--- src/rtl/core/rbtd_pkg.sv ---
// Shared types and constants for the relative bearing turn decision block.
// Holds the CORDIC word layout, the arctangent table and the turn codes.
// No dependencies.
`timescale 1ns / 1ps
`default_nettype none

package rbtd_pkg;

  // CORDIC working word: scaled offsets reach 2^60 and grow by about 2.4.
  localparam int unsigned CORD_W       = 64;
  // Angle accumulator, 2^32 per full turn.
  localparam int unsigned ZACC_W       = 32;
  // Entries in the arctangent table; deeper stages are not built.
  localparam int unsigned ATAN_ENTRIES = 24;
  // Scaled offsets are shifted so that they sit at bit 60.
  localparam int unsigned SCALE_TOP    = 60;
  // Result and register widths.
  localparam int unsigned DELTA_W      = 16;
  localparam int unsigned THRESH_W     = 16;
  localparam int unsigned APB_DATA_W   = 32;
  localparam int unsigned APB_ADDR_W   = 3;

  // Reset value of the dead zone half-width.
  localparam logic [THRESH_W-1:0] THRESH_RESET = 16'd1820;

  // Register index taken from paddr bit 2.
  localparam logic REG_THRESHOLD = 1'b0;

  // Seed for a vector folded into the right half plane.
  localparam logic [ZACC_W-1:0] Z_HALF_TURN = 32'h8000_0000;

  typedef enum logic [1:0] {
    TURN_NONE  = 2'd0,
    TURN_RIGHT = 2'd1,
    TURN_LEFT  = 2'd2
  } turn_e;

  // State handed from cell to cell.
  typedef struct packed {
    logic              valid;
    logic              skip;
    logic [CORD_W-1:0] x;
    logic [CORD_W-1:0] y;
    logic [ZACC_W-1:0] z;
  } rbtd_vec_t;

  // atan(2^-i) in units of 2^32 per turn.
  function automatic logic [ZACC_W-1:0] atan_unit(input int unsigned idx);
    logic [ZACC_W-1:0] val;
    case (idx)
      0:       val = 32'd536870912;
      1:       val = 32'd316933405;
      2:       val = 32'd167458907;
      3:       val = 32'd85004756;
      4:       val = 32'd42667331;
      5:       val = 32'd21354465;
      6:       val = 32'd10679838;
      7:       val = 32'd5340245;
      8:       val = 32'd2670163;
      9:       val = 32'd1335087;
      10:      val = 32'd667544;
      11:      val = 32'd333772;
      12:      val = 32'd166886;
      13:      val = 32'd83443;
      14:      val = 32'd41722;
      15:      val = 32'd20861;
      16:      val = 32'd10430;
      17:      val = 32'd5215;
      18:      val = 32'd2608;
      19:      val = 32'd1304;
      20:      val = 32'd652;
      21:      val = 32'd326;
      22:      val = 32'd163;
      23:      val = 32'd81;
      default: val = '0;
    endcase
    return val;
  endfunction

endpackage

`default_nettype wire

--- src/rtl/core/rbtd_prep.sv ---
// Front cell: forms the target offset, scales it and folds it into the
// right half plane. Depends on rbtd_pkg.
`timescale 1ns / 1ps
`default_nettype none

module rbtd_prep
  import rbtd_pkg::*;
#(
  parameter int unsigned COORD_WIDTH = 24,
  parameter int unsigned ANGLE_WIDTH = 16
) (
  input  wire logic                   clk_i,
  input  wire logic                   rst_ni,
  input  wire logic                   advance_i,
  input  wire logic                   valid_i,
  input  wire logic                   self_present_i,
  input  wire logic                   target_present_i,
  input  wire logic [COORD_WIDTH-1:0] self_x_i,
  input  wire logic [COORD_WIDTH-1:0] self_y_i,
  input  wire logic [COORD_WIDTH-1:0] target_x_i,
  input  wire logic [COORD_WIDTH-1:0] target_y_i,
  input  wire logic [ANGLE_WIDTH-1:0] heading_i,
  output rbtd_vec_t                   vec_o,
  output logic      [ANGLE_WIDTH-1:0] heading_o
);

  localparam int unsigned SCALE_SH = SCALE_TOP - COORD_WIDTH;

  logic signed [COORD_WIDTH:0]   dx, dy;
  logic signed [CORD_W-1:0]      xs, ys;
  rbtd_vec_t                     vec_d, vec_q;
  logic        [ANGLE_WIDTH-1:0] heading_q;

  // Offset to the target, one bit wider than a coordinate.
  always_comb begin
    dx = (COORD_WIDTH+1)'($signed(target_x_i)) - (COORD_WIDTH+1)'($signed(self_x_i));
    dy = (COORD_WIDTH+1)'($signed(target_y_i)) - (COORD_WIDTH+1)'($signed(self_y_i));
    xs = CORD_W'(dx) <<< SCALE_SH;
    ys = CORD_W'(dy) <<< SCALE_SH;
  end

  // Fold a left-pointing vector and seed the angle with a half turn.
  always_comb begin
    vec_d.valid = valid_i;
    vec_d.skip  = !self_present_i || !target_present_i || (dx == '0 && dy == '0);
    if (xs < 0) begin
      vec_d.x = -xs;
      vec_d.y = -ys;
      vec_d.z = Z_HALF_TURN;
    end else begin
      vec_d.x = xs;
      vec_d.y = ys;
      vec_d.z = '0;
    end
  end

  // Hold while the chain is frozen.
  always_ff @(posedge clk_i or negedge rst_ni) begin
    if (!rst_ni) begin
      vec_q     <= '0;
      heading_q <= '0;
    end else if (advance_i) begin
      vec_q     <= vec_d;
      heading_q <= heading_i;
    end
  end

  assign vec_o     = vec_q;
  assign heading_o = heading_q;

endmodule

`default_nettype wire

--- config.mk ---
export PLATFORM = sky130hd
export DESIGN_NAME = rbtd_prep
export DESIGN_NICKNAME = d
export VERILOG_FILES = /design/src/rtl/core/rbtd_pkg.sv /design/src/rtl/core/rbtd_prep.sv
export SDC_FILE = /design/constraint.sdc
export NUM_CORES = 1
export LEC_CHECK = 0
export BUFFER_PORTS_ARGS = -buffer_cell sky130_fd_sc_hd__buf_4
export CAP_MARGIN = 20
export CORE_MARGIN = 2
export CORE_UTILIZATION = 33
export DETAILED_ROUTE_END_ITERATION = 12
export MAX_ROUTING_LAYER = met4
export PLACE_DENSITY = 0.56
export SETUP_SLACK_MARGIN = 0.4
export SLEW_MARGIN = 20
export SYNTH_ARGS = -nofsm -noshare
export SYNTH_HDL_FRONTEND = slang
export SYNTH_SLANG_ARGS = --single-unit
--- constraint.sdc ---
create_clock -name clk_i -period 1.1 [get_ports clk_i]
set_clock_uncertainty 0.15 [all_clocks]
set_input_delay 0.22 -clock clk_i [delete_from_list [all_inputs] [get_ports clk_i]]
set_output_delay 0.22 -clock clk_i [all_outputs]
set_load 0.01 [all_outputs]
### After elaboration in Yosys (flattened, before gate mapping)

Cells that the tools add are included.
Widths: inputs -> output; s select.

* add/sub/neg operators: 4
* magnitude comparators: 1
* mux-type cells: 1
* reduce and logical (&&, ||, !) cells: 7

Operators by type and width (number)
* $mux 160: 1
* $neg 61->64: 2
* $lt 61x1->1 const B: 1
* $logic_not 25->1: 2
* $sub 24x24->25: 2
* $logic_not 1->1: 2
* $logic_or 1x1->1: 2
* $logic_and 1x1->1: 1

* bits in registers: 178
* output and inout bits: 178
* logic and storage cells: 19

### Longest topological paths before layout

* word-level depth: 4
* depth in mapped cells: 14

### Worst setup path before layout

OpenSTA, ideal clock, no wires.

* path type: input to register
* start: in target_y_i[0]
* end: reg vec_q (netlist bit vec_o[92])
* data arrival time: 3367 ps
* required time: 821 ps
* setup slack: -2545 ps
* cell stages on the path: 12
* path buffers: 0
* cells stage by stage: inv_1 ha_1 fa_1 nand2b_1 a211oi_2 o21a_1 o21ai_0 a221o_1 or4b_4 nor3_4 mux2_1 a2111o_1

* longest elaborated chain between the ends: 3

RTL lines
* from (decl): RTL line rbtd_prep.sv:21 `input wire logic [COORD_WIDTH-1:0] target_y_i,`
* $sub 24x24->25 (*): RTL line rbtd_prep.sv:37 `dy = (COORD_WIDTH+1)'($signed(target_y_i)) - (COORD_WIDTH+1)'($signed(self_y_i));`
* $neg 61->64: RTL line rbtd_prep.sv:48 `vec_d.y = -ys;`
* $mux 160 (*): RTL line rbtd_prep.sv:46 `if (xs < 0) begin`
* to (signal assigned): RTL line rbtd_prep.sv:63 `vec_q <= vec_d;`
* to (decl): RTL line rbtd_prep.sv:31 `rbtd_vec_t vec_d, vec_q;`

Every way passes the cells marked *; elsewhere a longest branch is shown, timed or not.
A chain may end at the register's enable or synchronous reset.

### Worst setup path in the final report

* start: in target_y_i[5]
* end: reg vec_q (netlist bit vec_o[88])

The elaborated chain is that of the path after synthesis.

==> impl_results.md <==
* Worst skew pair latency at 340 ps
* Overall die width at 162 um
* DRT Pass-1 Iters at 5
* Crit path max-delay family: simple AND/OR/NAND/NOR gates
* Most frequent cell after synthesis: buf_4
* Fin Hold WS at -393 ps
* Crit Path Max Fanout at 5
* Hold Fails Final Rpt at 92
* Failing checks: negative hold slack, negative setup slack
* Congestion Overflow GR at 0
* Wire per inst at 14.8 um
* Gr usage total at 21.1%
* Routed Antenna Nets at 0
* Worst setup SP type: input port
* DR DRC count at 0
* Min-delay worst type: in -> async
* CTS Root Cell: clkbuf_16
* Critical path type: in -> reg
* Setup ws final at -2090 ps
* Post-route non-filler standard cell count at 1920
* Critical Path End Type: register
* RSZ-0062 raised after global routing: yes
* Number of global-route vias before repair at 9156
* Status: finished with violations
* DR vias at 9493
* Most frequent cells after synthesis: 103 x buf_4, 94 x a21oi_1, 93 x nor2_1, 75 x dfrtp_1, 73 x inv_1
* Dpl ws at -2580 ps
* Utilization after layout at 58.9%
* WL final at 28.4 mm
* Top cells by area, synth: dfrtp_1 23%, buf_4 9.4%, ha_1 7.6%
* F_max at 314 MHz
* Final Setup Violations at 131
* Minimum clock period at 3190 ps
* Post-synth cell types at 84
* Cts bufs inserted at 9
* PD cells at 1130 nW/um2
* Sequential-to-total area share from yosys stat at 22.8%
* Max incr delay on CP at 580 ps
* Placed cell areas at 12200 um2
* Port buffer count at 192
* Max Cap Viol at 0
* Buffers & Inverters on Critical Path at 1
* Clock sink count at 75
* Top routing layer in use: met4
* Final instance area at 14400 um2
* Layout cell share with drive strength beyond 1 at 48.2%
* Met2 WL at 13.8 mm
* Mapped Cells at 1068
* Initial Utilization at 33.7%
* First-pass GRT wire length at 44.2 mm
* Clk slew on worst S/H paths at 60 ps
* Pin count of the biggest net entering global routing at 28
* CTS max path bufs at 2
* Number of flops mapped to enable cells by yosys at 0
* Main flop type after synthesis: dfrtp_1
* Post-synth top area share at 22.8%
* Worst path arrival time at 3260 ps
* Leading area contributor after synthesis: dfrtp_1
* Critical Path, Cell by Cell: buf_4 -> ha_4 -> xor2_4 -> o31a_1 -> or3_4 -> a221oi_2 -> nand3_1 -> or4b_4 -> nor3b_2 -> mux2_4 -> a221o_1
* I/O pins at 296
* # rows at 57
* CTS tree: built
* Async S/R FF share, synth at 100%
* Iteration-0 DRC count of the detailed router at 514
* Met3 routed WL at 1.48 mm
* Overall Power at 16.3 mW
* Mapped Area at 8250 um2
* Final period utilization at 290%
* Static leakage at 6.90 nW
* Final setup TNS at -103020 ps
* Peak supply drop at 0.867 mV
* Total of warnings raised by yosys at 0
* Diodes inserted at 0
* Met1 wire length at 12.8 mm
* Critical-path top delay cell: or4b_4
* Die area at 26300 um2
* Detailed Place HPWL at 22.1 mm
* Number of antenna violations at the first check in global routing at 0
* FF+latch count, synth at 75
* Area Overhead vs Synth at 74.7%
* CP Data Required Time at 1170 ps
* Via density at 4.94
* Clock H-tree levels at 3
* Max Slew Vio Count at 0
* Syn_area_per_cell at 7.72 um2
* Total core area at 24500 um2
* Post-Place Cells at 1824
* RD Place Congestion at 0.883
* Vert. Die Dim at 162 um
* Layout Nets at 1761
==> cell type report <==
cell class	instances	area, um2
Clock inverter	5	61.3
Clock buffer	11	233
Timing Repair Buffer	560	4800
Sequential cell	75	1880
Inverter	73	309
Fill cell	2204	10100
Tap cell	324	405
Multi-Input combinational cell	872	6720
==> metal layers <==
| metal | track usage [%] | vias up |
|---|---|---|
| met1 | 27.2 | 4496 |
| met5 | - | - |
| met4 | 4.38 | 0 |
| li1 | - | 4692 |
| met3 | 3.06 | 20 |
| met2 | 35.5 | 285 |
==> cell families after synthesis <==
group	synth area share [%]
AO/OA/AOI/OAI	24.6
XOR/XNOR	4.98
adder cells (fa/ha/maj)	8.07
buffers and inverters	15.1
flip-flops	22.8
multiplexers	3.61
other	0.0455
AND/OR/NAND/NOR	20.8
==> what timing repair did <==
action,4_1_cts,5_1_grt
setup buffers,55,23
resized for setup,195,95
hold endpoints to repair,92,92
pin swaps,89,73
setup endpoints to repair,150,150
cloned,2,0
==> report_power, final <==
part	total, mW	switching, mW	internal [mW]
sequential	3.86	0.541	3.32
combinational	9.44	4.28	5.17
clock	2.96	1.19	1.77
==> cells in the final DEF (no fill, tap or decap), types with 15 or more instances in the layout <==
master	netlist	layout
nand4_1	15	15
dfrtp_1	75	74
a31oi_1	19	18
o21a_1	15	15
a21oi_1	94	71
o21ai_1	7	17
or3_1	26	16
mux2_4	0	21
buf_4	103	424
nor2_1	93	87
buf_6	1	123
conb_1	1	103
nand2_1	67	61
ha_4	0	15
xnor2_1	26	17
o21ai_0	58	31
ha_1	50	34
nor3_1	22	15
xor2_1	19	17
nand3_1	30	28
a21oi_2	2	16
inv_1	73	65
==> flip-flops by register name, indices dropped and copies added, names as in the netlist <==
| name | count |
|---|---|
| vec_o | 59 |
| heading_o | 16 |
==> worst register-to-register path, stage by stage, from the launching register on <==
cell      delay [ps]
dfrtp_1          400
buf_4            140
a2111o_1         380
==> final timing paths <==
check	startpoint	cells after the start	slack, ps	to
setup / recovery	target_y_i[5]	11	-2090	vec_o[88]
hold / removal	rst_ni	1	-390	vec_o[139]
setup reg to reg	vec_o[92]	2	-90	vec_o[92]
hold reg to reg	vec_o[157]	1	380	vec_o[157]
max in group asynchronous	rst_ni	2	760	vec_o[81]
min in group clk_i	valid_i	2	-40	vec_o[161]
No activity file was read; power rests on OpenSTA's default activity.
