==> config.mk <==
export PLATFORM = sky130hd
export DESIGN_NAME = rbtd_decide
export DESIGN_NICKNAME = d
export VERILOG_FILES = /design/src/rtl/core/rbtd_pkg.sv /design/src/rtl/core/rbtd_decide.sv
export SDC_FILE = /design/constraint.sdc
export NUM_CORES = 1
export LEC_CHECK = 0
export BUFFER_PORTS_ARGS = -buffer_cell sky130_fd_sc_hd__buf_4
export CAP_MARGIN = 20
export CORE_MARGIN = 2
export CORE_UTILIZATION = 41
export CTS_BUF_LIST = sky130_fd_sc_hd__clkbuf_8
export CTS_CLUSTER_DIAMETER = 60
export CTS_CLUSTER_SIZE = 28
export DETAILED_ROUTE_END_ITERATION = 6
export GPL_ROUTABILITY_DRIVEN = 0
export HOLD_SLACK_MARGIN = 0.08
export PLACE_DENSITY = 0.84
export SLEW_MARGIN = 40
export SYNTH_ARGS = -nofsm -noshare
export SYNTH_HDL_FRONTEND = slang
export SYNTH_SLANG_ARGS = --single-unit
export TNS_END_PERCENT = 10
==> constraint.sdc <==
create_clock -name clk_i -period 1.5 [get_ports clk_i]
set_input_delay 0 -clock clk_i [delete_from_list [all_inputs] [get_ports clk_i]]
set_output_delay 0 -clock clk_i [all_outputs]
set_load 0.01 [all_outputs]
==> src/rtl/core/rbtd_pkg.sv <==
// Shared types and constants for the relative bearing turn decision block.
// Holds the CORDIC word layout, the arctangent table and the turn codes.
// No dependencies.
`timescale 1ns / 1ps
`default_nettype none

package rbtd_pkg;

  // CORDIC working word: scaled offsets reach 2^60 and grow by about 2.4.
  localparam int unsigned CORD_W       = 64;
  // Angle accumulator, 2^32 per full turn.
  localparam int unsigned ZACC_W       = 32;
  // Entries in the arctangent table; deeper stages are not built.
  localparam int unsigned ATAN_ENTRIES = 24;
  // Scaled offsets are shifted so that they sit at bit 60.
  localparam int unsigned SCALE_TOP    = 60;
  // Result and register widths.
  localparam int unsigned DELTA_W      = 16;
  localparam int unsigned THRESH_W     = 16;
  localparam int unsigned APB_DATA_W   = 32;
  localparam int unsigned APB_ADDR_W   = 3;

  // Reset value of the dead zone half-width.
  localparam logic [THRESH_W-1:0] THRESH_RESET = 16'd1820;

  // Register index taken from paddr bit 2.
  localparam logic REG_THRESHOLD = 1'b0;

  // Seed for a vector folded into the right half plane.
  localparam logic [ZACC_W-1:0] Z_HALF_TURN = 32'h8000_0000;

  typedef enum logic [1:0] {
    TURN_NONE  = 2'd0,
    TURN_RIGHT = 2'd1,
    TURN_LEFT  = 2'd2
  } turn_e;

  // State handed from cell to cell.
  typedef struct packed {
    logic              valid;
    logic              skip;
    logic [CORD_W-1:0] x;
    logic [CORD_W-1:0] y;
    logic [ZACC_W-1:0] z;
  } rbtd_vec_t;

  // atan(2^-i) in units of 2^32 per turn.
  function automatic logic [ZACC_W-1:0] atan_unit(input int unsigned idx);
    logic [ZACC_W-1:0] val;
    case (idx)
      0:       val = 32'd536870912;
      1:       val = 32'd316933405;
      2:       val = 32'd167458907;
      3:       val = 32'd85004756;
      4:       val = 32'd42667331;
      5:       val = 32'd21354465;
      6:       val = 32'd10679838;
      7:       val = 32'd5340245;
      8:       val = 32'd2670163;
      9:       val = 32'd1335087;
      10:      val = 32'd667544;
      11:      val = 32'd333772;
      12:      val = 32'd166886;
      13:      val = 32'd83443;
      14:      val = 32'd41722;
      15:      val = 32'd20861;
      16:      val = 32'd10430;
      17:      val = 32'd5215;
      18:      val = 32'd2608;
      19:      val = 32'd1304;
      20:      val = 32'd652;
      21:      val = 32'd326;
      22:      val = 32'd163;
      23:      val = 32'd81;
      default: val = '0;
    endcase
    return val;
  endfunction

endpackage

`default_nettype wire

==> src/rtl/core/rbtd_decide.sv <==
// Back cell: rounds the bearing, subtracts the heading, applies the dead zone
// and holds the result beat. Depends on rbtd_pkg.
`timescale 1ns / 1ps
`default_nettype none

module rbtd_decide
  import rbtd_pkg::*;
#(
  parameter int unsigned ANGLE_WIDTH = 16
) (
  input  wire logic                   clk_i,
  input  wire logic                   rst_ni,
  input  wire rbtd_vec_t              vec_i,
  input  wire logic [ANGLE_WIDTH-1:0] heading_i,
  input  wire logic [THRESH_W-1:0]    threshold_i,
  input  wire logic                   out_stall_i,
  output logic                        advance_o,
  output logic                        out_valid_o,
  output logic      [1:0]             turn_code_o,
  output logic      [DELTA_W-1:0]     angle_delta_o
);

  localparam logic [ZACC_W-1:0] ROUND_HALF = ZACC_W'(1) << (ZACC_W - 1 - ANGLE_WIDTH);
  localparam int unsigned       CMP_W      = (ANGLE_WIDTH > THRESH_W) ? ANGLE_WIDTH : THRESH_W;
  localparam int unsigned       PAD_W      = ANGLE_WIDTH + DELTA_W;

  logic [ZACC_W-1:0]      z_round;
  logic [ANGLE_WIDTH-1:0] bearing, raw, mag;
  logic                   neg, below;
  logic [PAD_W-1:0]       raw_pad;
  turn_e                  turn_d;
  logic [DELTA_W-1:0]     delta_d;
  logic                   valid_q;
  turn_e                  turn_q;
  logic [DELTA_W-1:0]     delta_q;

  // Round the accumulator to the angle width and take the heading off.
  always_comb begin
    z_round = vec_i.z + ROUND_HALF;
    bearing = z_round[ZACC_W-1 -: ANGLE_WIDTH];
    raw     = bearing - heading_i;
    neg     = raw[ANGLE_WIDTH-1];
    mag     = neg ? (~raw + ANGLE_WIDTH'(1)) : raw;
    below   = CMP_W'(mag) < CMP_W'(threshold_i);
    raw_pad = {{DELTA_W{1'b0}}, raw};
  end

  // Pick the turn; absent parties and coincident points give nothing.
  always_comb begin
    if (vec_i.skip) begin
      turn_d  = TURN_NONE;
      delta_d = '0;
    end else begin
      delta_d = raw_pad[DELTA_W-1:0];
      if (below) begin
        turn_d = TURN_NONE;
      end else if (!neg && raw != '0) begin
        turn_d = TURN_RIGHT;
      end else begin
        turn_d = TURN_LEFT;
      end
    end
  end

  // Freeze the chain only while a held beat waits downstream.
  assign advance_o = !(valid_q && out_stall_i);

  always_ff @(posedge clk_i or negedge rst_ni) begin
    if (!rst_ni) begin
      valid_q <= 1'b0;
    end else if (advance_o) begin
      valid_q <= vec_i.valid;
    end
  end

  always_ff @(posedge clk_i) begin
    if (advance_o) begin
      turn_q  <= turn_d;
      delta_q <= delta_d;
    end
  end

  assign out_valid_o   = valid_q;
  assign turn_code_o   = turn_q;
  assign angle_delta_o = delta_q;

endmodule

`default_nettype wire

; Word level (Yosys, flattened, before mapping)
; Cells that the tools add are included.
[word_totals]
regBits = 19
inputBits = 197
out_inout_bits = 20
wordCells = 16
[classes]
n_addsub = 3
magnitude_cmp = 1
mux = 2
bitwise_logic = 1
n_reduce_logical = 6
[op_table]
columns = cell, n
row1 = "adder 32 x 16 -> 32 bit, second input constant", 1
row2 = "adder 16 x 1 -> 16 bit, second input constant", 1
row3 = less-than comparator 16 bit, 1
row4 = 2-to-1 mux 16 bit, 1
row5 = inverter 16 bit, 1
row6 = nonzero test 16 bit, 1
row7 = subtractor 16 bit, 1
row8 = logical AND 1 bit, 2
row9 = logical NOT 1 bit, 2
row10 = 2-to-1 mux 2 bit, 1
row11 = OR reduction 2 bit, 1

; Logic depth before layout (Yosys ltp)
[depth]
ltp_word = 7
depth_mapped = 22
mapped_depth_nobuf = 22

; Worst setup path after synthesis
; Ideal clock, no wire load.
[synth_timing]
path_kind = input port to flip-flop
start = input port vec_i[18] (netlist bit)
end = register turn_q[0] (netlist: turn_code_o[0]) (data pin)
setup_time_ns = 0.261
t_arrival_ns = 3.775
required_ns = 1.239
setup_slack_ns = -2.536
cell_stages = 22
n_path_buf = 0
path_cell_list = and4_1 > nand4_1 > nor2_1 > nand3_1 > xnor2_1 > ha_1 > and4_4 > and3_1 > o211ai_1 > a41o_1 > xnor2_4 > a21oi_1 > xnor2_1 > ha_1 > a21o_1 > a21o_1 > a21o_1 > a21o_1 > a21oi_1 > o211ai_1 > a31oi_1 > nor3b_1
[synth_via]
elab_chain_len = 7
elab_cells_between_ends = 11
classes_between = add/sub (3) / order compare (1) / mux (2) / bitwise (1) / reduce/logical (4)
[synth_lines]
columns = item, line
row1 = start: declaration, rbtd_decide.sv:13  ; input wire rbtd_vec_t vec_i,
row2 = adder 32 x 16 -> 32 bit (*), rbtd_decide.sv:39  ; z_round = vec_i.z + ROUND_HALF;
row3 = subtractor 16 bit (*), rbtd_decide.sv:41  ; raw = bearing - heading_i;
row4 = inverter 16 bit, rbtd_decide.sv:43  ; mag = neg ? (~raw + ANGLE_WIDTH'(1)) : raw;
row5 = adder 16 x 1 -> 16 bit, rbtd_decide.sv:43
row6 = 2-to-1 mux 16 bit, rbtd_decide.sv:43
row7 = less-than comparator 16 bit, rbtd_decide.sv:44  ; below = CMP_W'(mag) < CMP_W'(threshold_i);
row8 = OR reduction 2 bit (no source line), --
row9 = end signal: assignment, rbtd_decide.sv:78  ; turn_q <= turn_d;
row10 = end: declaration, rbtd_decide.sv:34  ; turn_e turn_q;
; Every way passes the cells marked *; elsewhere a longest branch is shown, timed or not.
; A chain may end at the register's enable or synchronous reset.

; Worst setup path in the final report
[layout_timing]
start = input port vec_i[19] (netlist bit)
end = register turn_q[0] (netlist: turn_code_o[0]) (data pin)
; Same word-level chain as after synthesis.

==> results.json <==
{
  "drive_above_1_share_pct": 48.35,
  "start_util_pct": 42.14,
  "design.die.area_um2": 7110,
  "chipWidth_um": 84.32,
  "areaGrowthSynthToFinish_pct": 64.95,
  "powerDensity_nw_per_um2": 774.4,
  "grt_overflow_total": 0,
  "postSynthCellCount": 305,
  "yosys_register_bits": 19,
  "grt.total_usage_pct": 19.24,
  "slew_headroom_pct": 67.48,
  "cts-root-buf": "sky130_fd_sc_hd__clkbuf_8",
  "area_of_the_mapped_netlist_um2": 2645,
  "antenna_cells_inserted": 0,
  "cts-root-to-sink-buffers": 2,
  "dp.final_hpwl_um": 5847,
  "pin_count_of_the_biggest_net_entering_global_routing": 21,
  "post-route-min-period_ns": 3.907,
  "max_cap_viol_count": 0,
  "hold_class": "in -> reg",
  "route.detailed.vias_per_inst": 5.168,
  "antenna_violating_nets_post_route": 0,
  "vdd_ir_drop_max_mv": 0.7216,
  "synth_fp_nets": 535,
  "core_um2": 6277,
  "numPortBuffers": 73,
  "rsz_0062_raised_after_global_routing": "yes",
  "clk-insertion-delay-late_ns": 0.25,
  "ys_dominant_reg_cell": "sky130_fd_sc_hd__edfxtp_1",
  "failing_checks": "negative setup slack",
  "worst_r2r_startpoint": "out_valid_o$_DFFE_PN0N_",
  "post_drt_wl_per_cell_um": 13.35,
  "power_mw": 3.379,
  "design.final.nets": 715,
  "timing.critical_path.cells": "buf_6, and4_4, and3_4, nand4_1, xnor2_1, ha_1, buf_4, and4_4, and3_1, a21oi_1, a41o_1, xnor2_4, a21oi_2, xnor2_2, ha_1, a21o_1, a21o_1, a21o_1, a21o_1, a21oi_2, o211ai_1, a31oi_2, nor3b_2",
  "layout_commonest_cell": "sky130_fd_sc_hd__buf_4",
  "synth_cell_type_count": 58,
  "drt_pass1_iterations": 4,
  "yosysWarnings": 0,
  "timing.hold.worst.start": "vec_i[160]",
  "drv_slew": 0,
  "count_of_flip_flops_with_a_built_in_enable_after_synthesis": 18,
  "clkTransAtPathRegs_ns": 0.06,
  "postRouteWirelength_um": 7492,
  "fin_crit_sh_pct": 260.5,
  "slowest_stage": "sky130_fd_sc_hd__ha_1",
  "htree_levels": 1,
  "p_leak_nw": 2.166,
  "worst_slack_ns": -2.407,
  "hold-worst-slack_ns": 0.1426,
  "grt_pass1_vias": 2845,
  "cts_tree": "done",
  "worst_ep_required_time_ns": 1.51,
  "grt_first_pass_wirelength_um": 11540,
  "slowest_delay_ns": 0.31,
  "timing_worst_slew_pin_value_ns": 0.4833,
  "route.detailed.drc": 0,
  "maxClockFrequency_mhz": 256.0,
  "drtIter0Drc": 69,
  "cts_num_sinks": 19,
  "critPathTopFamily": "compound AO/OA/AOI/OAI gates",
  "rows": 29,
  "startpoint_type": "input pin",
  "grt_antenna_before_repair": 0,
  "detailroute.via_count": 2899,
  "worst_setup_path_end_kind": "register",
  "skew_ns": 0.002780,
  "ys_async_sr_fraction_pct": 5.263,
  "synth_sequential_area_ratio_pct": 21.38,
  "critPathLaunch": "vec_i[19]",
  "most_frequent_cell_on_the_critical_path": "sky130_fd_sc_hd__a21o_1",
  "mostFrequentLayoutCells": "sky130_fd_sc_hd__buf_4, sky130_fd_sc_hd__inv_1, sky130_fd_sc_hd__ha_1, sky130_fd_sc_hd__nor2_1, sky130_fd_sc_hd__xnor2_1",
  "finalSetupViolations": 16,
  "design.portCount": 217,
  "hold_viol": 0,
  "critical_path_peak_fanout": 6,
  "floorplan.die.height_um": 84.32,
  "synth.avg_cell_area_um2": 8.672,
  "critical_path_class": "in -> reg",
  "tritoncts.num_buffers": 3,
  "status": "finished, violations left",
  "worstPathBufferInverterCount": 2,
  "worst_ep_arrival_time_ns": 3.91
}
## stage by stage
stage / worst slack [ns] / cells / TNS (ns) / instance area (um^2) / util [%]
detailed placement: -2.662 / 543 / -17.76 / 3959 / 63.07
floorplan: -2.494 / 305 / -12.40 / 2654 / -
global route: -2.628 / 561 / -14.84 / 4363 / 69.50
global placement: -2.463 / 543 / -16.37 / 3959 / 63.07
CTS: -2.352 / 555 / -12.33 / 4148 / 66.08
finish: -2.407 / 561 / -13.06 / 4363 / 69.50
## worst register-to-register path, stage by stage (launching register included)
cell,delay [ns]
sky130_fd_sc_hd__dfrtp_1,0.38
sky130_fd_sc_hd__nand2_1,0.07
sky130_fd_sc_hd__buf_4,0.25
## timing repair
action	CTS	global route
setup buffers	5	6
cloned	0	0
hold buffers	3	0
pin swaps	18	28
endpoints found under the hold margin	2	0
endpoints found under the setup margin	16	16
gates resized for setup	19	32
## cell families after synthesis
family / count (synthesis) / share of synthesized area, %
muxes: 1 / 0.3784
xor gates and xnor gates: 40 / 15.23
buffers and inverters: 40 / 6.244
DFF: 19 / 21.38
adders and majority gates: 33 / 15.89
and+or+nand+nor: 102 / 22.04
AOI/OAI and AO/OA: 70 / 18.83
## synthesized netlist by cell type, types with 2 or more instances
| cell type | number | area share [%] |
|---|---|---|
| sky130_fd_sc_hd__ha_1 | 32 | 15 |
| sky130_fd_sc_hd__and3_1 | 8 | 1.9 |
| sky130_fd_sc_hd__nor2_1 | 28 | 4.0 |
| sky130_fd_sc_hd__nand4_1 | 4 | 0.95 |
| sky130_fd_sc_hd__a21oi_1 | 23 | 4.4 |
| sky130_fd_sc_hd__xnor2_1 | 21 | 7.0 |
| sky130_fd_sc_hd__nand2_1 | 9 | 1.3 |
| sky130_fd_sc_hd__nor3_1 | 5 | 0.95 |
| sky130_fd_sc_hd__nor2_2 | 2 | 0.47 |
| sky130_fd_sc_hd__nand3_1 | 14 | 2.6 |
| sky130_fd_sc_hd__edfxtp_1 | 18 | 20 |
| sky130_fd_sc_hd__o21ai_1 | 2 | 0.38 |
| sky130_fd_sc_hd__o211ai_1 | 6 | 1.7 |
| sky130_fd_sc_hd__a21o_1 | 9 | 2.6 |
| sky130_fd_sc_hd__nand2b_1 | 4 | 0.95 |
| sky130_fd_sc_hd__a211oi_1 | 2 | 0.57 |
| sky130_fd_sc_hd__o21a_1 | 5 | 1.4 |
| sky130_fd_sc_hd__and2_1 | 6 | 1.4 |
| sky130_fd_sc_hd__xnor2_4 | 2 | 2.1 |
| sky130_fd_sc_hd__and4_1 | 3 | 0.99 |
| sky130_fd_sc_hd__o21ai_0 | 5 | 0.95 |
| sky130_fd_sc_hd__buf_4 | 2 | 0.57 |
| sky130_fd_sc_hd__inv_1 | 36 | 5.1 |
| sky130_fd_sc_hd__xor2_1 | 15 | 5.0 |
| sky130_fd_sc_hd__a31oi_1 | 5 | 1.2 |
| sky130_fd_sc_hd__nand2_2 | 2 | 0.47 |
| sky130_fd_sc_hd__or2_1 | 2 | 0.47 |
| sky130_fd_sc_hd__nor2b_1 | 5 | 1.2 |
## metal layers
layer	track usage (%)	share of wire [%]	up-vias
li1	-	-	1441
met1	20.53	39	1341
met2	38.31	54	90
met3	2.065	4.2	27
met4	7.038	3.2	0
met5	0	0	-
## path summary, 6_finish.rpt
path | end | slack (ns) | cells past startpoint
min reg2reg | out_valid_o$_DFFE_PN0N_ | 0.74 | 3
max in group asynchronous | out_valid_o$_DFFE_PN0N_ | 0.82 | 3
max | turn_code_o[0]$_SDFFCE_PP0N_ | -2.41 | 23
min | angle_delta_o[14]$_SDFFCE_PP0N_ | 0.14 | 2
min in group asynchronous | out_valid_o$_DFFE_PN0N_ | 0.58 | 3
max reg2reg | angle_delta_o[12]$_SDFFCE_PP0N_ | 0.49 | 2
## sequential cells by signal, indices dropped and copies added (netlist names)
register / count
angle_delta_o: 16
turn_code_o: 2
out_valid_o: 1
## report_power, final
group          switching, mW  total [mW]  internal, mW
registers             0.0185       0.692         0.673
logic                   1.11        2.34          1.23
clock network          0.160       0.344         0.185
## area by class of cell
cell class | instances | area [um^2]
Inverter | 36 | 135.1
Sequential cell | 19 | 565.5
Timing Repair Buffer | 179 | 1385
Multi-Input combinational cell | 246 | 2135
Tap cell | 77 | 96.34
Fill cell | 483 | 1914
Clock inverter | 1 | 5.005
Clock buffer | 3 | 41.29
No activity file was read; power rests on OpenSTA's default activity.
