--- src/rtl/core/rbtd_pkg.sv ---
// Shared types and constants for the relative bearing turn decision block.
// Holds the CORDIC word layout, the arctangent table and the turn codes.
// No dependencies.
`timescale 1ns / 1ps
`default_nettype none

package rbtd_pkg;

  // CORDIC working word: scaled offsets reach 2^60 and grow by about 2.4.
  localparam int unsigned CORD_W       = 64;
  // Angle accumulator, 2^32 per full turn.
  localparam int unsigned ZACC_W       = 32;
  // Entries in the arctangent table; deeper stages are not built.
  localparam int unsigned ATAN_ENTRIES = 24;
  // Scaled offsets are shifted so that they sit at bit 60.
  localparam int unsigned SCALE_TOP    = 60;
  // Result and register widths.
  localparam int unsigned DELTA_W      = 16;
  localparam int unsigned THRESH_W     = 16;
  localparam int unsigned APB_DATA_W   = 32;
  localparam int unsigned APB_ADDR_W   = 3;

  // Reset value of the dead zone half-width.
  localparam logic [THRESH_W-1:0] THRESH_RESET = 16'd1820;

  // Register index taken from paddr bit 2.
  localparam logic REG_THRESHOLD = 1'b0;

  // Seed for a vector folded into the right half plane.
  localparam logic [ZACC_W-1:0] Z_HALF_TURN = 32'h8000_0000;

  typedef enum logic [1:0] {
    TURN_NONE  = 2'd0,
    TURN_RIGHT = 2'd1,
    TURN_LEFT  = 2'd2
  } turn_e;

  // State handed from cell to cell.
  typedef struct packed {
    logic              valid;
    logic              skip;
    logic [CORD_W-1:0] x;
    logic [CORD_W-1:0] y;
    logic [ZACC_W-1:0] z;
  } rbtd_vec_t;

  // atan(2^-i) in units of 2^32 per turn.
  function automatic logic [ZACC_W-1:0] atan_unit(input int unsigned idx);
    logic [ZACC_W-1:0] val;
    case (idx)
      0:       val = 32'd536870912;
      1:       val = 32'd316933405;
      2:       val = 32'd167458907;
      3:       val = 32'd85004756;
      4:       val = 32'd42667331;
      5:       val = 32'd21354465;
      6:       val = 32'd10679838;
      7:       val = 32'd5340245;
      8:       val = 32'd2670163;
      9:       val = 32'd1335087;
      10:      val = 32'd667544;
      11:      val = 32'd333772;
      12:      val = 32'd166886;
      13:      val = 32'd83443;
      14:      val = 32'd41722;
      15:      val = 32'd20861;
      16:      val = 32'd10430;
      17:      val = 32'd5215;
      18:      val = 32'd2608;
      19:      val = 32'd1304;
      20:      val = 32'd652;
      21:      val = 32'd326;
      22:      val = 32'd163;
      23:      val = 32'd81;
      default: val = '0;
    endcase
    return val;
  endfunction

endpackage

`default_nettype wire

--- src/rtl/core/rbtd_cell.sv ---
// One vectoring CORDIC micro-rotation, registered, with the heading carried
// alongside. Depends on rbtd_pkg.
`timescale 1ns / 1ps
`default_nettype none

module rbtd_cell
  import rbtd_pkg::*;
#(
  parameter int unsigned IDX         = 0,
  parameter int unsigned ANGLE_WIDTH = 16
) (
  input  wire logic                   clk_i,
  input  wire logic                   rst_ni,
  input  wire logic                   advance_i,
  input  wire rbtd_vec_t              vec_i,
  input  wire logic [ANGLE_WIDTH-1:0] heading_i,
  output rbtd_vec_t                   vec_o,
  output logic      [ANGLE_WIDTH-1:0] heading_o
);

  localparam logic [ZACC_W-1:0] ATAN_STEP = atan_unit(IDX);

  logic signed [CORD_W-1:0]      x_in, y_in, x_sh, y_sh;
  rbtd_vec_t                     vec_d, vec_q;
  logic        [ANGLE_WIDTH-1:0] heading_q;

  // Rotate toward the x axis by atan(2^-IDX).
  always_comb begin
    x_in  = vec_i.x;
    y_in  = vec_i.y;
    x_sh  = x_in >>> IDX;
    y_sh  = y_in >>> IDX;
    vec_d = vec_i;
    if (!y_in[CORD_W-1]) begin
      vec_d.x = x_in + y_sh;
      vec_d.y = y_in - x_sh;
      vec_d.z = vec_i.z + ATAN_STEP;
    end else begin
      vec_d.x = x_in - y_sh;
      vec_d.y = y_in + x_sh;
      vec_d.z = vec_i.z - ATAN_STEP;
    end
  end

  // Advance with the chain.
  always_ff @(posedge clk_i or negedge rst_ni) begin
    if (!rst_ni) begin
      vec_q     <= '0;
      heading_q <= '0;
    end else if (advance_i) begin
      vec_q     <= vec_d;
      heading_q <= heading_i;
    end
  end

  assign vec_o     = vec_q;
  assign heading_o = heading_q;

endmodule

`default_nettype wire

--- config.mk ---
export PLATFORM = sky130hd
export DESIGN_NAME = rbtd_cell
export DESIGN_NICKNAME = d
export VERILOG_FILES = /design/src/rtl/core/rbtd_pkg.sv /design/src/rtl/core/rbtd_cell.sv
export SDC_FILE = /design/constraint.sdc
export NUM_CORES = 1
export LEC_CHECK = 0
export BUFFER_PORTS_ARGS = -buffer_cell sky130_fd_sc_hd__buf_2
export CAP_MARGIN = 30
export CORE_MARGIN = 1
export CORE_UTILIZATION = 30
export CTS_CLUSTER_DIAMETER = 120
export DETAILED_ROUTE_END_ITERATION = 10
export SETUP_SLACK_MARGIN = 0.1
export SLEW_MARGIN = 25
export SYNTH_ARGS = -nofsm -noshare
export SYNTH_HDL_FRONTEND = slang
export SYNTH_SLANG_ARGS = --single-unit
--- constraint.sdc ---
create_clock -name clk_i -period 2.7 [get_ports clk_i]
set_input_delay 0.405 -clock clk_i [delete_from_list [all_inputs] [get_ports clk_i]]
set_output_delay 0.405 -clock clk_i [all_outputs]
set_load 0.02 [all_outputs]
# Word level (Yosys, flattened, before mapping)
# Index checks and enable logic that the tools add are counted.
# totals
reg_bits	178
inputBits	181
wordCells	12
# op_classes
add_sub_neg	5
muxes	1
# ops
operator	count
two-way mux 160 bit	1
subtractor 64 bit	2
adder 64 bit	1
adder 32 x 30 -> 32 bit (second input constant)	1
subtractor 32 x 30 -> 32 bit (second input constant)	1

# Longest topological paths before layout
# Gate-level depths: netlist of the first run.
# logic_depth
ltp_word	2
mapped_depth	15

# Least setup slack after synthesis of the first run
# Ideal clock, no wire load.
# synth_timing
path_kind	input port to flip-flop
from	input vec_i[32] in the netlist's numbering
to	register vec_q (netlist bit vec_o[156])
arrival_ns	3.161
required_ns	2.553
setup_slack_ns	-0.608
path_stages	13
path_cell_list	ha_1 -> fa_1 -> and2b_1 -> o211ai_1 -> a311oi_2 -> nor3_2 -> a31oi_2 -> a211oi_2 -> o31ai_1 -> a221oi_1 -> o31a_1 -> a2bb2oi_1 -> o311ai_0
# synth_via
elab_chain_len	2
# synth_rtl
element	line_no	source
start: declaration	rbtd_cell.sv:15	input wire rbtd_vec_t vec_i,
adder 64 bit or subtractor 64 bit (tied branches)	rbtd_cell.sv:35, rbtd_cell.sv:39	
two-way mux 160 bit (*)	rbtd_cell.sv:34	if (!y_in[CORD_W-1]) begin
end signal: assignment	rbtd_cell.sv:51	vec_q <= vec_d;
end: declaration	rbtd_cell.sv:24	rbtd_vec_t vec_d, vec_q;
# Mark *: on every way between the ends. The rest lies on a longest branch, timed or not.
# A chain may end at the register's enable or synchronous reset.

# Final worst setup path of the first run
# layout_timing
from	input vec_i[96] in the netlist's numbering
to	register vec_q (netlist bit vec_o[74])
# layout_via
elab_chain_len	2
# layout_rtl
element	line_no
subtractor 64 bit or adder 64 bit (tied branches)	rbtd_cell.sv:36, rbtd_cell.sv:40
two-way mux 160 bit (*)	rbtd_cell.sv:34
# Marks and branches as above.

==> flow_summary.yaml, run 1 <==
status:
  status: "finished with violations"
  violations: "setup timing"
clock_network:
  cts_buffer_depth: 2
  root_buffer: "clkbuf_16"
  cts_tree: "yes"
  numClockSinks: 177
  path_clk_slew_ps: 90
  cts_buffers: 17
  cts_max_level: 4
  clk_latency_ps: 510
detailed_routing:
  num_vias: 22700
  routed_wl_um: 85300
  drtIter0Drc: 1987
  drtAntennaViolNets: 0
  dr.pass1.iters: 6
  viasPerCell: 5.14
  wire_per_inst_um: 19.3
  drc: 0
cells_and_area:
  n_fill_cell: 5884
  syn_to_final_growth_pct: 67.1
  multi_input_area_sq_um: 15500
  drive_gt1_share_pct: 48.9
  ff_latch_area_sq_um: 4430
  nNetsFinal: 3950
sta:
  timing.final.ws_setup_ps: -463
  setup_viol: 75
  rsz0062_at_grt: "yes"
  slew_headroom_pct: 55.3
  timing.hold.ws_ps: 96.5
  clock_skew_ps: 0
  slew_violations: 0
  period_needed_ps: 3160
  timing.final.crit_share_pct: 117
  tns_ps: -17080
  tightest_slew_ps: 665
  hold_viol: 0
  max_freq_mhz: 316
pwr:
  p_per_area_nw_per_um2: 451
  peakVddDrop_uv: 589
  p_leak_nw: 14.8
setup_path:
  arrival_ps: 3570
  reg2reg_from: "vec_o[148]"
  crit_required_ps: 3110
  cp-end-kind: "register"
  crit_fanout: 3
  crit_start: "vec_i[96]"
  worst-setup-path-type: "in2reg"
  setup.worst_path.start_class: "primary input"
logic_synthesis:
  async_reset_ff_share_pct: 100
  synth_edf_count: 0
  synth-warning-count: 0
  syn_avg_cell_area_sq_um: 7.78
  synthCells: 2415
  synth.most_common_cell: "a21oi_1"
  synthTopCellsByCount: "a21oi_1 (381), nor2_1 (261), ha_1 (206), inv_1 (204), dfrtp_1 (177)"
  ys_top_cells_by_area: "dfrtp_1 (24%), ha_1 (14%), a21oi_1 (10%), xnor2_1 (5.3%), nor2_1 (5.2%)"
  synth-seq-cells: 177
  yosys.area.top_type: "dfrtp_1"
  synth_fp_nets: 2806
  synth_top_area_share_pct: 23.6
  ys_seq_area_share_pct: 23.6
  synth-main-ff-cell: "dfrtp_1"
  synth.distinct_cells: 86
  netlist_area_sq_um: 18800
grt:
  grtUsageTotal_pct: 26.0
  grt_antenna_before_repair: 5
  grt_pass1_vias: 22000
  grt-ovfl-total: 0
  grt_max_degree: 84
  grt_pass1_wl_um: 127000
min_path:
  min_path_type: "in2reg"
  hold_start: "heading_i[8]"
floorplanning:
  die_x_um: 252
  coreArea_sq_um: 61800
  start_util_pct: 30.4
  rows: 91
  die_h_um: 252
  io-pin-count: 359
  die_area_sq_um: 63600
placement:
  place_congestion: 0.972
  io_buffers: 358
  place_hpwl_um: 68200
run:
  maxCapViolations: 0
==> logic make-up (layout without fill, tap and decap cells) <==
| family | count (synthesis) | count (layout) | share of synthesized area (%) |
|---|---|---|---|
| other | 0 | 3 | 0 |
| muxes | 109 | 109 | 6.37 |
| xor gates and xnor gates | 123 | 123 | 5.74 |
| and+or+nand+nor | 598 | 598 | 14.8 |
| adders and majority gates | 210 | 210 | 14.2 |
| AOI/OAI and AO/OA | 858 | 858 | 28.2 |
| buffers and inverters | 340 | 1497 | 7.10 |
| DFF | 177 | 177 | 23.6 |
==> final timing paths <==
path | end | slack (ps) | cells after the start
max | vec_o[74] | -460 | 17
min | heading_o[8] | 100 | 2
max reg2reg | vec_o[148] | 1730 | 2
min reg2reg | vec_o[30] | 490 | 2
max in group asynchronous | vec_o[149] | 1480 | 3
min in group asynchronous | vec_o[56] | 480 | 2
==> power by group <==
group / leakage (nW) / total, mW / internal [mW] / switching (mW)
logic: 12.5 / 7.94 / 3.63 / 4.31
registers: 2.02 / 3.45 / 3.15 / 0.297
clock network: 0.298 / 2.77 / 1.27 / 1.50
total: 14.8 / 14.2 / 8.05 / 6.10
==> cell type report <==
| cell class | instances | area share (%) |
|---|---|---|
| Inverter | 210 | 2.66 |
| Clock buffer | 17 | 1.36 |
| Timing Repair Buffer | 1255 | 28.6 |
| Antenna cell | 3 | 0.0239 |
| Clock inverter | 15 | 0.646 |
| Tap cell | 837 | 3.34 |
| Sequential cell | 177 | 14.1 |
| Multi-Input combinational cell | 1898 | 49.3 |
==> critical path: stages <==
cell and delay, ps:
buf_8 80, ha_4 130, fa_2 200, and2b_1 170, o211ai_1 140, a311oi_2 380
nor3_2 80, buf_4 160, buf_6 110, o21a_4 200, o41ai_4 330, buf_4 200
a31oi_4 120, o41a_1 380, a21oi_2 150, xnor2_1 80, mux2_4 250
==> registers in the layout, summed over array words and instances, names as in the netlist <==
| register | count |
|---|---|
| heading_o | 16 |
| vec_o | 161 |
==> per-layer routing <==
layer  wire length (um)  up-vias  part of all wire (%)  global-route usage (%)
met5                 13        -                 0.015                       0
met4               2140        2                   2.5                    7.55
met3               6130      130                   7.2                    5.25
met2              39600      863                    46                    42.0
met1              37400    10800                    44                    34.7
li1                   -    10900                     -                       -
==> timing repair <==
| item | CTS | global route |
|---|---|---|
| endpoints found under the hold margin | 59 | 0 |
| hold buffers | 1 | 0 |
| pin swaps | 170 | 138 |
| setup buffers | 69 | 20 |
| resized for setup | 278 | 167 |
| endpoints found under the setup margin | 93 | 98 |
==> cell usage in the layout (no fill, tap or decap), types with 12 or more instances in the layout <==
master / synthesis / routed
xnor2_2: 0 / 29
nand2_1: 100 / 91
a21oi_1: 381 / 307
a211oi_1: 27 / 14
xnor2_1: 113 / 79
buf_4: 3 / 833
o21ai_1: 8 / 31
mux2_2: 80 / 69
o211ai_1: 22 / 22
a21oi_2: 2 / 57
dfrtp_1: 177 / 177
nand3_1: 32 / 29
buf_2: 24 / 343
or3_1: 20 / 15
o21ai_0: 138 / 83
clkbuf_16: 0 / 17
inv_2: 1 / 17
a21o_1: 49 / 48
mux2i_1: 28 / 18
o21a_1: 16 / 14
o31ai_1: 24 / 16
buf_6: 2 / 59
o21bai_1: 53 / 50
a21oi_4: 0 / 19
o21ai_2: 0 / 28
ha_4: 0 / 35
nor2b_1: 18 / 16
nand4_1: 43 / 43
nor4_1: 25 / 17
nor3_1: 40 / 32
inv_1: 204 / 177
mux2_4: 1 / 12
ha_1: 206 / 165
nand2b_1: 15 / 14
nor2_1: 261 / 249
==> through the flow <==
stage | worst slack (ps) | total power [mW] | utilization [%] | instance area (sq um) | instances
after floorplan | -564 | 7.05 | - | 19600 | 2415
after global routing | -514 | 14.9 | 50.8 | 31400 | 4410
final | -463 | 14.2 | 50.8 | 31400 | 4412
after detailed placement | -1240 | 10.4 | 45.2 | 27900 | 4290
after CTS | -407 | 13.8 | 49.2 | 30400 | 4392
after global placement | -1310 | 10.4 | 45.2 | 27900 | 4290
Power figures use the tool's default switching activity.
==> run 2, diff against run 1 <==
- GPL_TIMING_DRIVEN: default -> 0
==> run 2 against run 1 <==
Against the previous run: the run still ends with setup timing left; hold slack improved by 7.0 ps; sequential power is essentially flat; die area did not move; critical endpoint is now vec_o[86]; largest cell class unchanged.
==> flow_summary.yaml, run 2 (synthesized netlist as in run 1, its figures left out) <==
status:
  status: "finished with violations"
  violations: "setup timing"
floorplanning:
  die_area_sq_um: 63600
  rows: 91
  coreArea_sq_um: 61800
  die_h_um: 252
  io-pin-count: 359
  die_x_um: 252
  start_util_pct: 30.4
grt:
  grtUsageTotal_pct: 27.7
  grt_max_degree: 70
  grt_pass1_wl_um: 132000
  grt_pass1_vias: 20500
  grt-ovfl-total: 0
  grt_antenna_before_repair: 4
setup_path:
  critPathTopFamily: "compound AO/OA/AOI/OAI gates"
  crit_top_cell: "a211oi_4"
  reg2regPathDepth: 2
  cp_cell_sequence: "buf_8, ha_4, fa_2, and2b_1, o211ai_1, a311oi_2, nor3_4, a31oi_4, a211oi_4, buf_6, o31ai_4, a211oi_4, o31ai_1, xnor2_1, a21oi_1"
  crit-reg2reg-capture: "vec_o[148]"
  reg2reg_from: "vec_o[148]"
  critPathBufInv: 2
  critPathMaxStageDelay_ps: 360
  r2r_slack_ps: 1740
  path_depth: 15
  crit_start: "vec_i[96]"
  crit_fanout: 5
  cp_slowest_cell: "fa_2"
  crit_required_ps: 3070
  setup.worst_path.start_class: "primary input"
  worst-setup-path-type: "in2reg"
  crit_path_end: "vec_o[86]"
  arrival_ps: 3630
  cp-end-kind: "register"
sta:
  timing.final.crit_share_pct: 121
  slew_headroom_pct: 20.5
  max_freq_mhz: 307
  slew_violations: 0
  rsz0062_at_grt: "yes"
  setup_viol: 80
  tns_ps: -20020
  period_needed_ps: 3260
  clock_skew_ps: 0
  timing.final.ws_setup_ps: -556
  hold_viol: 0
  tightest_slew_ps: 1190
detailed_routing:
  drtAntennaViolNets: 0
  dr.pass1.iters: 5
  num_vias: 21500
  routed_wl_um: 91800
  drc: 0
  drtIter0Drc: 2092
  viasPerCell: 5.65
  wire_per_inst_um: 24.1
run:
  maxCapViolations: 0
cells_and_area:
  largest_reg_flops: 161
  nNetsFinal: 3350
  drive_gt1_share_pct: 39.9
  layout_common_cells: "buf_2 (334), a21oi_1 (283), nor2_1 (243)"
  layout_commonest_cell: "buf_2"
  syn_to_final_growth_pct: 46.8
  design_area_sq_um: 27600
min_path:
  hold_start: "vec_i[5]"
  min_path_type: "in2reg"
clock_network:
  cts_buffers: 17
  root_buffer: "clkbuf_16"
  path_clk_slew_ps: 90
  cts_tree: "yes"
  cts_max_level: 4
  numClockSinks: 177
  cts_buffer_depth: 2
  clk_latency_ps: 510
pwr:
  seqPwrFrac_pct: 25.6
  power_frac_comb_pct: 54.3
  clockPowerShare_pct: 20.0
  p_total_mw: 13.3
  peakVddDrop_uv: 608
  switchingPower_mw: 6.11
  p_per_area_nw_per_um2: 483
  p_int_mw: 7.21
  switching_share_pct: 45.9
  p_leak_nw: 12.0
placement:
  place_congestion: 1.02
  place_ws_ps: -1750
  dpl-instance-area_sq_um: 22600
  io_buffers: 356
  place_hpwl_um: 71300
## run 2: changes by cell type in the layout (fill, tap and decap cells not counted), sizes merged
cell	previous run	this run
clkinv	14	11
buf	1253	570
diode	3	1
inv	210	211
clkdlybuf4s18	0	1
clkbuf	18	99
clkdlybuf4s15	0	1
clkinvlp	1	3
## run 2: stage by stage
stage	cells	hold WS, ps	util [%]
2_1_floorplan	2415	109	-
3_3_place_gp	3608	473	36.3
4_1_cts	3723	64.9	41.5
3_5_place_dp	3615	336	36.5
6_report	3810	103	44.6
5_1_grt	3810	83.8	44.6
## run 2: cell type report
class,count,area [sq um]
repair buffers,527,3480
multi-input cells,1898,16200
flip-flops and latches,177,4430
well taps,837,1050
inverters,210,860
plain buffers,128,933
clock buffers,17,425
fillers,6146,34300
diodes,1,2.50
clock inverters,15,186
## run 2: worst min path at each step
stage / cells after the start / slack, ps / endpoint
after floorplan: 0 / 110 / heading_o[0]
after global placement: 2 / 470 / vec_o[30]
after detailed placement: 1 / 340 / vec_o[120]
after CTS: 2 / 60 / vec_o[10]
after global routing: 2 / 80 / heading_o[7]
final: 2 / 100 / vec_o[5]
## run 2: what timing repair did
| action | CTS | global route |
|---|---|---|
| gates resized for setup | 384 | 295 |
| endpoints found under the hold margin | 42 | 0 |
| pin swaps | 153 | 189 |
| setup buffers | 76 | 89 |
| cloned | 0 | 1 |
| hold buffers | 1 | 0 |
| setup endpoints to repair | 103 | 98 |
## run 2: worst register-to-register path, delay by kind of cell (launching register included)
family,cells,cell delay [ps]
flops,1,380
compound gates,2,480
## run 2: power by group through the flow
| stage | logic [mW] | clock network (mW) | registers, mW |
|---|---|---|---|
| 2_1_floorplan | 2.97 | 0 | 4.09 |
| 3_3_place_gp | 5.74 | 0 | 3.45 |
| 3_5_place_dp | 5.75 | 0 | 3.46 |
| 4_1_cts | 6.52 | 2.78 | 3.42 |
| 5_1_grt | 7.60 | 2.84 | 3.48 |
| 6_report | 7.24 | 2.67 | 3.42 |
## run 2: layer usage
layer / vias to the layer above / track usage (%) / wire length, um
met5: - / 0 / 43
met4: 6 / 13.0 / 4240
met3: 273 / 6.95 / 9000
met2: 1162 / 42.2 / 40400
met1: 10400 / 36.5 / 38200
li1: 9674 / - / -
==> run 3, diff against run 2 <==
==> constraint.sdc (replaced) <==
create_clock -name clk_i -period 2.7 [get_ports clk_i]
set_input_delay 0.27 -clock clk_i [delete_from_list [all_inputs] [get_ports clk_i]]
set_output_delay 0.27 -clock clk_i [all_outputs]
set_load 0.02 [all_outputs]
==> run 3 against run 2 <==
Against the previous run: die area unchanged; via count up 2.4%; non-clock buffer count grew 52; the run still ends with setup timing left; largest cell class unchanged; fmax up 0.30%; sequential share of layout area down 0.25 points; largest power group unchanged; critical path type unchanged; first-iteration DRC count rose by 25%; highest routed layer unchanged.
==> flow_summary.yaml, run 3 (synthesized netlist as in run 1, its figures left out) <==
status:
  status: "finished with violations"
  violations: "setup timing"
clock_network:
  cts_tree: "yes"
  root_buffer: "clkbuf_16"
  cts_max_level: 4
  numClockSinks: 177
  clk_latency_ps: 500
  cts_buffer_depth: 2
  path_clk_slew_ps: 80
  cts_buffers: 17
setup_path:
  cp_cell_sequence: "buf_8, ha_4, fa_2, and2b_1, o211ai_1, a311oi_2, nor3_4, a31oi_4, buf_4, buf_6, a21oi_2, o311a_1, buf_4, nor2_1, a41oi_2, xnor2_2, a21oi_1"
  setup.worst_path.start_class: "primary input"
  cp-end-kind: "register"
  crit_top_cell: "buf_4"
  worst-setup-path-type: "in2reg"
  cp_slowest_cell: "a41oi_2"
  crit_required_ps: 3070
  crit_fanout: 4
  arrival_ps: 3620
  critPathMaxStageDelay_ps: 360
detailed_routing:
  wire_per_inst_um: 24.1
  dr.pass1.iters: 6
  drc: 0
  drtIter0Drc: 2606
  viasPerCell: 5.71
  drtAntennaViolNets: 0
  num_vias: 22100
  routed_wl_um: 93000
sta:
  timing.final.crit_share_pct: 120
  max_freq_mhz: 308
  setup_viol: 62
  slew_violations: 0
  timing.final.ws_setup_ps: -546
  tightest_slew_ps: 1190
  timing.hold.ws_ps: 102
  clock_skew_ps: 0
  hold_viol: 0
  period_needed_ps: 3250
  slew_headroom_pct: 20.7
  rsz0062_at_grt: "yes"
pwr:
  power_frac_comb_pct: 54.1
  switching_share_pct: 45.6
  clockPowerShare_pct: 20.2
  seqPwrFrac_pct: 25.8
  switchingPower_mw: 6.12
  p_leak_nw: 12.1
  peakVddDrop_uv: 513
  p_int_mw: 7.30
  p_per_area_nw_per_um2: 480
cells_and_area:
  n_fill_cell: 6087
  layout_common_cells: "buf_2 (341), a21oi_1 (280), nor2_1 (240)"
  syn_to_final_growth_pct: 49.1
  layout_commonest_cell: "buf_2"
  ff_latch_area_sq_um: 4430
  multi_input_area_sq_um: 16300
  nNetsFinal: 3402
  design_area_sq_um: 28000
  utilization_pct: 45.3
  largest_reg_flops: 161
  drive_gt1_share_pct: 39.9
floorplanning:
  die_area_sq_um: 63600
  coreArea_sq_um: 61800
  start_util_pct: 30.4
  io-pin-count: 359
  die_x_um: 252
  die_h_um: 252
  rows: 91
grt:
  grt_antenna_before_repair: 5
  grtUsageTotal_pct: 28.1
  grt_pass1_vias: 20900
  grt-ovfl-total: 0
  grt_max_degree: 86
  grt_pass1_wl_um: 134000
min_path:
  min_path_type: "in2reg"
placement:
  place_ws_ps: -1740
  place_congestion: 1.03
  io_buffers: 356
  place_hpwl_um: 71000
  dpl-instance-area_sq_um: 22400
run:
  maxCapViolations: 0
-- run 3: cell types whose count changed in the layout (fill, tap and decap cells not counted), sizes merged --
| cell | before | now |
|---|---|---|
| buf | 570 | 576 |
| inv | 211 | 208 |
| bufinv | 0 | 1 |
| clkdlybuf4s18 | 1 | 0 |
| clkbuf | 99 | 100 |
| diode | 1 | 3 |
| clkdlybuf4s15 | 1 | 0 |
| clkinv | 11 | 13 |
| dlygate4sd3 | 1 | 48 |
-- run 3: final timing paths --
kind	start	end	slack, ps	cells after the start
max	vec_i[32]	vec_o[132]	-550	17
max in group asynchronous	rst_ni	vec_o[116]	1830	3
max reg2reg	vec_o[148]	vec_o[148]	1720	2
min	vec_i[159]	vec_o[159]	100	3
min reg2reg	vec_o[30]	vec_o[30]	490	2
min in group asynchronous	rst_ni	vec_o[21]	160	2
-- run 3: per-stage QoR --
stage | setup TNS [ps] | power (mW) | std cells
finish | -15430 | 13.4 | 3864
global route | -16290 | 14.0 | 3863
CTS | -9410 | 12.8 | 3783
detailed placement | -102450 | 9.16 | 3614
global placement | -427190 | 9.15 | 3608
floorplan | -7120 | 7.00 | 2415
-- run 3: power groups by stage --
stage	clock (mW)	combinational (mW)	sequential (mW)
after floorplan	0	2.92	4.09
after global placement	0	5.67	3.48
after detailed placement	0	5.66	3.49
after CTS	2.79	6.54	3.45
after global routing	2.87	7.60	3.52
final	2.71	7.26	3.46
-- run 3: routing by layer --
metal	global-route usage, %	part of all wire (%)
met1	37.6	41
met4	12.9	5.1
met3	6.27	9.5
met2	42.9	44
met5	0	0.026
-- run 3: cell type report --
type	count	area share (%)
Multi-Input combinational cell	1898	58.1
Sequential cell	177	15.8
Timing Repair Buffer	578	13.9
Tap cell	837	3.74
Buffer	129	3.19
Inverter	210	3.03
Clock buffer	17	1.52
Clock inverter	15	0.666
Antenna cell	3	0.0268
-- run 3: critical path: cells and delay by family --
family                   cells  cell delay (ps)
AO/OA/AOI/OAI                7             1510
XOR/XNOR                     1              200
adder cells (fa/ha/maj)      2              490
buffers and inverters        4              570
AND/OR/NAND/NOR              3              560
-- run 3: timing repair --
action,4_1_cts,5_1_grt
setup endpoints to repair,96,91
hold buffers,48,0
pin swaps,184,193
resized for setup,435,312
hold endpoints to repair,224,0
setup buffers,89,82
